`src/rtl/ufd_pkg.sv`:
```
`timescale 1ns / 1ps

package ufd_pkg;

   localparam logic [1:0] KIND_NAME     = 2'd0;
   localparam logic [1:0] KIND_VALUE    = 2'd1;
   localparam logic [1:0] KIND_PAIR_END = 2'd2;

   localparam logic [1:0] ESC_IDLE   = 2'd0;
   localparam logic [1:0] ESC_FIRST  = 2'd1;
   localparam logic [1:0] ESC_SECOND = 2'd2;

   localparam logic [7:0] CHAR_EQUAL   = 8'h3D;
   localparam logic [7:0] CHAR_AMP     = 8'h26;
   localparam logic [7:0] CHAR_PERCENT = 8'h25;
   localparam logic [7:0] CHAR_PLUS    = 8'h2B;
   localparam logic [7:0] CHAR_SPACE   = 8'h20;
   localparam logic [7:0] CHAR_ZERO    = 8'h30;
   localparam logic [7:0] CHAR_NINE    = 8'h39;
   localparam logic [7:0] CHAR_LOWER_A = 8'h61;
   localparam logic [7:0] CHAR_LOWER_F = 8'h66;
   localparam logic [7:0] CHAR_UPPER_A = 8'h41;
   localparam logic [7:0] CHAR_UPPER_F = 8'h46;
   localparam logic [7:0] HEX_TEN      = 8'd10;

   typedef struct packed {
      logic [1:0] kind;
      logic [7:0] out_byte;
      logic       last_of_run;
   } result_type;

   typedef struct packed {
      logic [1:0] count;
      result_type first;
      result_type second;
   } decode_type;

   // bit 4 is the digit flag, bits 3:0 the digit value (zero when not hex)
   function automatic logic [4:0] hex_value(input logic [7:0] c);
      logic [4:0] r;
      r = '0;
      if (c >= CHAR_ZERO && c <= CHAR_NINE) begin
         r = {1'b1, 4'(c - CHAR_ZERO)};
      end else if (c >= CHAR_LOWER_A && c <= CHAR_LOWER_F) begin
         r = {1'b1, 4'(c - CHAR_LOWER_A + HEX_TEN)};
      end else if (c >= CHAR_UPPER_A && c <= CHAR_UPPER_F) begin
         r = {1'b1, 4'(c - CHAR_UPPER_A + HEX_TEN)};
      end
      return r;
   endfunction

endpackage

```
`src/rtl/ufd_if.sv`:
```
`timescale 1ns / 1ps

interface ufd_req_if;
   logic       valid;
   logic       ready;
   logic [7:0] in_byte;
   logic       end_of_string;

   modport source (output valid, output in_byte, output end_of_string, input ready);
   modport sink (input valid, input in_byte, input end_of_string, output ready);
endinterface

interface ufd_rsp_if;
   logic       valid;
   logic       ready;
   logic [1:0] kind;
   logic [7:0] out_byte;
   logic       last_of_run;

   modport source (output valid, output kind, output out_byte, output last_of_run,
                   input ready);
   modport sink (input valid, input kind, input out_byte, input last_of_run,
                 output ready);
endinterface

```
`src/rtl/ufd_decode.sv`:
```
`timescale 1ns / 1ps

module ufd_decode (
   input  logic              clock,
   input  logic              reset,
   input  logic              accept,
   input  logic [7:0]        in_byte,
   input  logic              end_of_string,
   output ufd_pkg::decode_type decode
);

   logic [1:0] phase_ff, phase_in;
   logic [3:0] high_ff, high_in;
   logic       high_valid_ff, high_valid_in;
   logic       in_value_ff, in_value_in;
   logic       nonempty_ff, nonempty_in;

   logic [4:0] hex_b;
   logic       data_en;
   logic [7:0] data_byte;
   logic       amp_end;
   logic       tail_end;
   logic       first_en;
   ufd_pkg::result_type first_r;
   ufd_pkg::result_type tail_r;

   assign hex_b = ufd_pkg::hex_value(in_byte);

   always_comb begin
      data_en       = 1'b0;
      data_byte     = '0;
      amp_end       = 1'b0;
      phase_in      = phase_ff;
      high_in       = high_ff;
      high_valid_in = high_valid_ff;
      in_value_in   = in_value_ff;
      nonempty_in   = nonempty_ff;
      case (phase_ff)
         ufd_pkg::ESC_FIRST: begin
            high_valid_in = hex_b[4];
            high_in       = hex_b[3:0];
            phase_in      = ufd_pkg::ESC_SECOND;
            if (end_of_string) begin
               data_en   = 1'b1;
               data_byte = {4'b0, hex_b[3:0]};
            end
         end
         ufd_pkg::ESC_SECOND: begin
            data_en  = 1'b1;
            phase_in = ufd_pkg::ESC_IDLE;
            if (high_valid_ff) begin
               data_byte = hex_b[4] ? {high_ff, hex_b[3:0]} : {4'b0, high_ff};
            end
         end
         default: begin
            phase_in = ufd_pkg::ESC_IDLE;
            if (in_byte == ufd_pkg::CHAR_EQUAL) begin
               in_value_in = 1'b1;
            end else if (in_byte == ufd_pkg::CHAR_AMP) begin
               amp_end     = 1'b1;
               in_value_in = 1'b0;
               nonempty_in = 1'b0;
            end else if (in_byte == ufd_pkg::CHAR_PERCENT) begin
               phase_in = ufd_pkg::ESC_FIRST;
               data_en  = end_of_string;
            end else if (in_byte == ufd_pkg::CHAR_PLUS) begin
               data_en   = 1'b1;
               data_byte = ufd_pkg::CHAR_SPACE;
            end else begin
               data_en   = 1'b1;
               data_byte = in_byte;
            end
         end
      endcase

      if (data_en && !in_value_ff) begin
         nonempty_in = 1'b1;
      end

      tail_end = end_of_string && nonempty_in;
      first_en = data_en || amp_end;

      first_r.kind        = amp_end ? ufd_pkg::KIND_PAIR_END :
                            (in_value_ff ? ufd_pkg::KIND_VALUE : ufd_pkg::KIND_NAME);
      first_r.out_byte    = amp_end ? 8'd0 : data_byte;
      first_r.last_of_run = !tail_end;

      tail_r.kind        = ufd_pkg::KIND_PAIR_END;
      tail_r.out_byte    = '0;
      tail_r.last_of_run = 1'b1;

      decode.second = tail_r;
      case ({first_en, tail_end})
         2'b11: begin
            decode.count = 2'd2;
            decode.first = first_r;
         end
         2'b10: begin
            decode.count = 2'd1;
            decode.first = first_r;
         end
         2'b01: begin
            decode.count = 2'd1;
            decode.first = tail_r;
         end
         default: begin
            decode.count = 2'd0;
            decode.first = first_r;
         end
      endcase

      // end of string returns every field to its reset value
      if (end_of_string) begin
         phase_in      = ufd_pkg::ESC_IDLE;
         high_in       = '0;
         high_valid_in = 1'b0;
         in_value_in   = 1'b0;
         nonempty_in   = 1'b0;
      end
   end

   always_ff @(posedge clock) begin
      if (reset) begin
         phase_ff      <= ufd_pkg::ESC_IDLE;
         high_ff       <= '0;
         high_valid_ff <= 1'b0;
         in_value_ff   <= 1'b0;
         nonempty_ff   <= 1'b0;
      end else if (accept) begin
         phase_ff      <= phase_in;
         high_ff       <= high_in;
         high_valid_ff <= high_valid_in;
         in_value_ff   <= in_value_in;
         nonempty_ff   <= nonempty_in;
      end
   end

endmodule

```
`src/rtl/ufd_result_queue.sv`:
```
`timescale 1ns / 1ps

module ufd_result_queue #(
   parameter int DEPTH = 4
) (
   input  logic                clock,
   input  logic                reset,
   input  logic                push,
   input  ufd_pkg::decode_type decode,
   output logic                can_accept,
   output logic                out_valid,
   input  logic                out_ready,
   output ufd_pkg::result_type out_result
);

   localparam int PTR_W = $clog2(DEPTH);
   localparam int CNT_W = $clog2(DEPTH + 1);

   ufd_pkg::result_type entry_ff [DEPTH];
   logic [PTR_W-1:0] wr_ptr_ff, wr_ptr_in;
   logic [PTR_W-1:0] rd_ptr_ff, rd_ptr_in;
   logic [CNT_W-1:0] count_ff, count_in;
   logic [1:0]       push_n;
   logic             pop;
   logic [PTR_W-1:0] wr_next;

   assign push_n     = push ? decode.count : 2'd0;
   assign pop        = out_valid && out_ready;
   assign out_valid  = count_ff != '0;
   assign out_result = entry_ff[rd_ptr_ff];
   assign can_accept = count_ff <= CNT_W'(DEPTH - 2);
   assign wr_next    = wr_ptr_ff + PTR_W'(1);

   always_comb begin
      wr_ptr_in = wr_ptr_ff + PTR_W'(push_n);
      rd_ptr_in = rd_ptr_ff + PTR_W'(pop);
      count_in  = count_ff + CNT_W'(push_n) - CNT_W'(pop);
   end

   always_ff @(posedge clock) begin
      if (reset) begin
         wr_ptr_ff <= '0;
         rd_ptr_ff <= '0;
         count_ff  <= '0;
      end else begin
         wr_ptr_ff <= wr_ptr_in;
         rd_ptr_ff <= rd_ptr_in;
         count_ff  <= count_in;
      end
   end

   always_ff @(posedge clock) begin
      for (int i = 0; i < DEPTH; i++) begin
         if (push_n != 2'd0 && PTR_W'(i) == wr_ptr_ff) begin
            entry_ff[i] <= decode.first;
         end
         if (push_n == 2'd2 && PTR_W'(i) == wr_next) begin
            entry_ff[i] <= decode.second;
         end
      end
   end

   assert property (@(posedge clock) disable iff (reset)
      count_ff <= CNT_W'(DEPTH))
      else $error("result queue overflow");

   assert property (@(posedge clock) disable iff (reset)
      (pop && push_n == 2'd0) |=> count_ff == $past(count_ff) - CNT_W'(1))
      else $error("result queue count lost a pop");

   assert property (@(posedge clock) disable iff (reset)
      (push_n == 2'd2) |-> (decode.second.last_of_run && !decode.first.last_of_run))
      else $error("run end misplaced in a two-result request");

   assert property (@(posedge clock) disable iff (reset)
      (push_n == 2'd1) |-> decode.first.last_of_run)
      else $error("single result without run end");

endmodule

```
`src/rtl/url_form_decoder_core.sv`:
```
`timescale 1ns / 1ps

// Streaming form-urlencoded decoder. One raw byte is taken per clock on req_bus while ready
// is high; decoded name bytes, value bytes and pair-end markers are written into the
// result queue as the byte is taken and leave its head on rsp_bus one per clock while
// rsp_bus.ready is high. A request yields zero, one or two results; with rsp_bus ready, a
// steady stream of requests that each give at most one result runs at one byte per clock.
// The result queue of QUEUE_DEPTH entries takes a new request only while two entries are
// free, so when requests give two results (a final byte that ends a non-empty pair) the
// input slows to match the output. QUEUE_DEPTH must be a power of two, at least 4.

module url_form_decoder_core #(
   parameter int QUEUE_DEPTH = 4
) (
   input  logic     clock,
   input  logic     reset,
   ufd_req_if.sink  req_bus,
   ufd_rsp_if.source rsp_bus
);

   ufd_pkg::decode_type decode;
   ufd_pkg::result_type head;
   logic                accept;
   logic                can_accept;

   assign req_bus.ready = can_accept;
   assign accept        = req_bus.valid && can_accept;

   ufd_decode u_decode (
      .clock         (clock),
      .reset         (reset),
      .accept        (accept),
      .in_byte       (req_bus.in_byte),
      .end_of_string (req_bus.end_of_string),
      .decode        (decode)
   );

   ufd_result_queue #(
      .DEPTH (QUEUE_DEPTH)
   ) u_queue (
      .clock      (clock),
      .reset      (reset),
      .push       (accept),
      .decode     (decode),
      .can_accept (can_accept),
      .out_valid  (rsp_bus.valid),
      .out_ready  (rsp_bus.ready),
      .out_result (head)
   );

   assign rsp_bus.kind        = head.kind;
   assign rsp_bus.out_byte    = head.out_byte;
   assign rsp_bus.last_of_run = head.last_of_run;

endmodule
```
`src/flat_wrapper.sv`:
```
// flat-port wrapper written by rule: the top's interface ports become plain ports
module url_form_decoder_core_flat 
#(
   parameter int QUEUE_DEPTH = 4
)
  (clock, reset, req_bus_valid, req_bus_in_byte, req_bus_end_of_string, req_bus_ready, rsp_bus_valid, rsp_bus_kind, rsp_bus_out_byte, rsp_bus_last_of_run, rsp_bus_ready);
  ufd_req_if req_bus_i ();
  ufd_rsp_if rsp_bus_i ();
  input  logic clock;
  input  logic reset;
  input wire logic [$bits(req_bus_i.valid)-1:0] req_bus_valid;
  input wire logic [$bits(req_bus_i.in_byte)-1:0] req_bus_in_byte;
  input wire logic [$bits(req_bus_i.end_of_string)-1:0] req_bus_end_of_string;
  output wire logic [$bits(req_bus_i.ready)-1:0] req_bus_ready;
  output wire logic [$bits(rsp_bus_i.valid)-1:0] rsp_bus_valid;
  output wire logic [$bits(rsp_bus_i.kind)-1:0] rsp_bus_kind;
  output wire logic [$bits(rsp_bus_i.out_byte)-1:0] rsp_bus_out_byte;
  output wire logic [$bits(rsp_bus_i.last_of_run)-1:0] rsp_bus_last_of_run;
  input wire logic [$bits(rsp_bus_i.ready)-1:0] rsp_bus_ready;
  assign req_bus_i.valid = req_bus_valid;
  assign req_bus_i.in_byte = req_bus_in_byte;
  assign req_bus_i.end_of_string = req_bus_end_of_string;
  assign req_bus_ready = req_bus_i.ready;
  assign rsp_bus_valid = rsp_bus_i.valid;
  assign rsp_bus_kind = rsp_bus_i.kind;
  assign rsp_bus_out_byte = rsp_bus_i.out_byte;
  assign rsp_bus_last_of_run = rsp_bus_i.last_of_run;
  assign rsp_bus_i.ready = rsp_bus_ready;
  url_form_decoder_core #(.QUEUE_DEPTH(QUEUE_DEPTH)) u_core (.clock(clock), .reset(reset), .req_bus(req_bus_i), .rsp_bus(rsp_bus_i));
endmodule
```
`config.mk`:
```
export PLATFORM = sky130hd
export DESIGN_NAME = url_form_decoder_core_flat
export DESIGN_NICKNAME = d
export VERILOG_FILES = /design/src/rtl/ufd_pkg.sv /design/src/rtl/ufd_if.sv /design/src/rtl/ufd_decode.sv /design/src/rtl/ufd_result_queue.sv /design/src/rtl/url_form_decoder_core.sv /design/src/flat_wrapper.sv
export SDC_FILE = /design/constraint.sdc
export NUM_CORES = 1
export LEC_CHECK = 0
export BUFFER_PORTS_ARGS = -buffer_cell sky130_fd_sc_hd__buf_2
export CAP_MARGIN = 20
export CORE_ASPECT_RATIO = 1.25
export CORE_MARGIN = 2
export CORE_UTILIZATION = 30
export DETAILED_ROUTE_END_ITERATION = 10
export PLACE_DENSITY = 0.48
export SLEW_MARGIN = 30
export SYNTH_ARGS = -nofsm -noshare
export SYNTH_HDL_FRONTEND = slang
export SYNTH_HIERARCHICAL = 1
export SYNTH_SLANG_ARGS = --single-unit
```
`constraint.sdc`:
```
create_clock -name clock -period 11.8 [get_ports clock]
set_input_delay 1.77 -clock clock [delete_from_list [all_inputs] [get_ports clock]]
set_output_delay 1.77 -clock clock [all_outputs]
set_load 0.005 [all_outputs]
```
==> impl_metrics.env <==
export IMPL_setup_viol=0
export IMPL_grt_pass1_vias=2616
export IMPL_dpl_hpwl_mm=5.96
export IMPL_die_h_um=130
export IMPL_nets=376
export IMPL_post_cts_setup_buffer_count=0
export IMPL_start_util_pct=30.5
export IMPL_multiInputGateArea_mm2=0.00201
export IMPL_drive_above_1_share_pct=31.9
export IMPL_period_minus_slack_ns=4.92
export IMPL_crit_required_ns=12.05
export IMPL_routed_wl_mm=8.46
export IMPL_cts_hold_buf=0
export IMPL_holdCritPathClass="register to register"
export IMPL_fp_row_count=46
export IMPL_synth_most_common_cell="edfxtp_1"
export IMPL_drt_iter0_drc=95
export IMPL_tightest_slew_ns=0.942
export IMPL_fp_coreArea_mm2=0.0125
export IMPL_die_w_um=105
export IMPL_tns_ns=0
export IMPL_cts_sinks=60
export IMPL_crit_family="simple AND/OR/NAND/NOR gates"
export IMPL_overflow=0
export IMPL_cp_buffers_inverters=3
export IMPL_crit_chain="buf_2 -> inv_1 -> ha_1 -> or4b_4 -> nor2_1 -> o21a_1 -> o21ai_1 -> ha_1 -> inv_1 -> nand2_1 -> nand3_1 -> nand2_1 -> ha_1 -> fa_1 -> xor2_1 -> and2_1 -> nor3_1"
export IMPL_io_pins=26
export IMPL_tritoncts="yes"
export IMPL_use_met1_pct=13.9
export IMPL_critPathKind="primary input to register"
export IMPL_crit_fanout=10
export IMPL_grt_setup_unrepaired="false"
export IMPL_netlist_area_mm2=0.00382
export IMPL_synth_edff_count=44
export IMPL_synthTopCellsByArea="edfxtp_1, mux2_2, dfxtp_1"
export IMPL_root_buffer="clkbuf_16"
export IMPL_critPathMaxStageDelay_ns=0.54
export IMPL_cts_made_buffers=9
export IMPL_worst_path_most_repeated_cell="ha_1"
export IMPL_layoutNonFillerInstCount=519
export IMPL_yosys_area_top_type="edfxtp_1"
export IMPL_first_pass_iters=4
export IMPL_clk_latency_ns=0.33
export IMPL_synth_cells=326
export IMPL_vias=2504
export IMPL_fmax_mhz=203
export IMPL_slew_limit_headroom_pct=36.7
export IMPL_grt_pass1_wl_mm=13.8
export IMPL_avgSynthCellArea_um2=11.7
export IMPL_cts_buffer_depth=2
export IMPL_startpoint_type="primary input"
export IMPL_ant_nets=0
export IMPL_ys_types=65
export IMPL_ys_seq_elements=60
export IMPL_ctsResizeCount=0
export IMPL_antenna_cells=0
export IMPL_cts_htree_levels=3
export IMPL_hold_viol=0
export IMPL_skew_ns=0.00454
export IMPL_maxCapViolations=0
export IMPL_top_usage_layer="met2"
export IMPL_synth_async_reset_ratio_pct=0
export IMPL_via_per_inst=4.82
export IMPL_cp_end_kind="register"
export IMPL_path_clk_slew_ns=0.05
export IMPL_grt_max_degree=21
export IMPL_grt_use_met3_pct=3.75
export IMPL_dpl_cell_count=505
export IMPL_port_buffers=25
export IMPL_gp_congestion=0.780
export IMPL_grt_util_met2_pct=25.6
export IMPL_crit_arrival_ns=5.17
export IMPL_die_area_mm2=0.0137
export IMPL_register_area_mm2=0.00164
export IMPL_wire_per_inst_um=16.3
export IMPL_nFillCells=1317
export IMPL_status="finished, final reports clean"
export IMPL_synth_common_cells="edfxtp_1, mux2_2, nand2_1, nor2_1, dfxtp_1"
export IMPL_peakVddDrop_v=0.0000509
export IMPL_flow_area_growth_from_synthesis_pct=14.2
export IMPL_slew_viol_final=0
export IMPL_synth_seq_area_share_pct=42.9
export IMPL_synth_ff_type="edfxtp_1"
export IMPL_antenna_found_initial=0
export IMPL_cp_slowest_cell="or4b_4"
export IMPL_finalCritPeriodShare_pct=41.7
export IMPL_yosysTopAreaCellShare_pct=34.5
export IMPL_p_leak_nw=1.62
export IMPL_cellPowerDensity_mw_per_mm2=162
export IMPL_route_detailed_drc=0
export IMPL_yosys_warnings=6
export IMPL_grt_use_total_pct=13.5
==> cells in the final DEF (no fill, tap or decap), types with 3 or more instances in the layout <==
cell,count
mux2_2,35
nand2_1,23
and2_1,5
mux4_2,11
clkbuf_16,9
conb_1,11
xor2_1,3
buf_2,25
a22oi_1,4
nor2_1,22
mux2_4,10
o31ai_1,3
inv_1,14
a21oi_1,10
dfxtp_1,15
nor3_1,6
nor3b_1,3
ha_1,14
o21a_1,5
edfxtp_1,44
a211oi_1,3
nand3_1,9
xnor2_1,3
nor2b_1,4
buf_4,4
a31oi_1,3
o21ai_0,4
==> logic make-up after synthesis <==
| kind of cell | share of synthesized area, % |
|---|---|
| multiplexers | 20.7 |
| buffers and inverters | 6.05 |
| other | 0.196 |
| XOR/XNOR | 1.37 |
| flip-flops | 42.9 |
| AND/OR/NAND/NOR | 13.7 |
| AO/OA/AOI/OAI | 9.95 |
| adder cells (fa/ha/maj) | 5.10 |
==> registers in the layout, summed over array words and instances (netlist names) <==
name                           flops
u_core/u_queue/wr_ptr_ff           2
u_core/u_decode/phase_ff           2
u_core/u_decode/nonempty_ff        1
u_core/u_queue/rd_ptr_ff           2
u_core/u_queue/entry_ff           44
u_core/u_decode/high_ff            4
u_core/u_decode/in_value_ff        1
u_core/u_queue/count_ff            3
u_core/u_decode/high_valid_ff      1
==> area by class of cell <==
class                      count  area share, %
clock buffer                  11           5.33
inverter                      15           1.29
multi-input combinational    233           45.9
tap                          168           4.81
sequential                    60           37.6
clock inverter                 3           1.46
timing repair buffer          29           3.55
==> per-stage QoR <==
stage | utilization (%) | cell area (µm²) | hold slack (ns) | total power [W] | worst slack (ns)
floorplan | - | 3860 | 0.445 | 0.000397 | 6.85
global placement | 32.4 | 4070 | 0.463 | 0.000448 | 6.54
finish | 34.8 | 4370 | 0.472 | 0.000709 | 6.88
CTS | 34.8 | 4370 | 0.480 | 0.000721 | 6.86
detailed placement | 32.4 | 4070 | 0.473 | 0.000449 | 6.52
global route | 34.8 | 4370 | 0.515 | 0.000750 | 6.61
==> where the power goes <==
part	leakage (nW)	switching (W)	total [W]	internal [W]
Combinational	0.941	0.0000732	0.000158	0.0000843
Clock	0.143	0.0000871	0.000269	0.000181
Sequential	0.536	0.0000275	0.000283	0.000255
==> tightest hold or removal path, stage by stage (launching register included) <==
cell and delay [ns]:
dfxtp_1 0.31, nand2_1 0.05, a21oi_1 0.05
==> worst paths after layout <==
check	startpoint	end	slack (ns)	depth (start not counted)
setup / recovery	req_bus_in_byte[1]	u_core/u_queue/count_ff[2]	6.88	17
hold / removal	u_core/u_decode/high_valid_ff	u_core/u_decode/high_valid_ff	0.47	2
setup reg to reg	u_core/u_decode/phase_ff[0]	u_core/u_queue/count_ff[2]	7.94	16
hold reg to reg	u_core/u_decode/high_valid_ff	u_core/u_decode/high_valid_ff	0.47	2
==> layer usage <==
layer	routed length, µm	up-vias	part of all wire, %
li1	-	1249	-
met5	0	-	0
met3	236	8	2.8
met2	4640	32	55
met4	180	0	2.1
met1	3400	1215	40
Note: power is estimated with default switching activity, not from simulation.
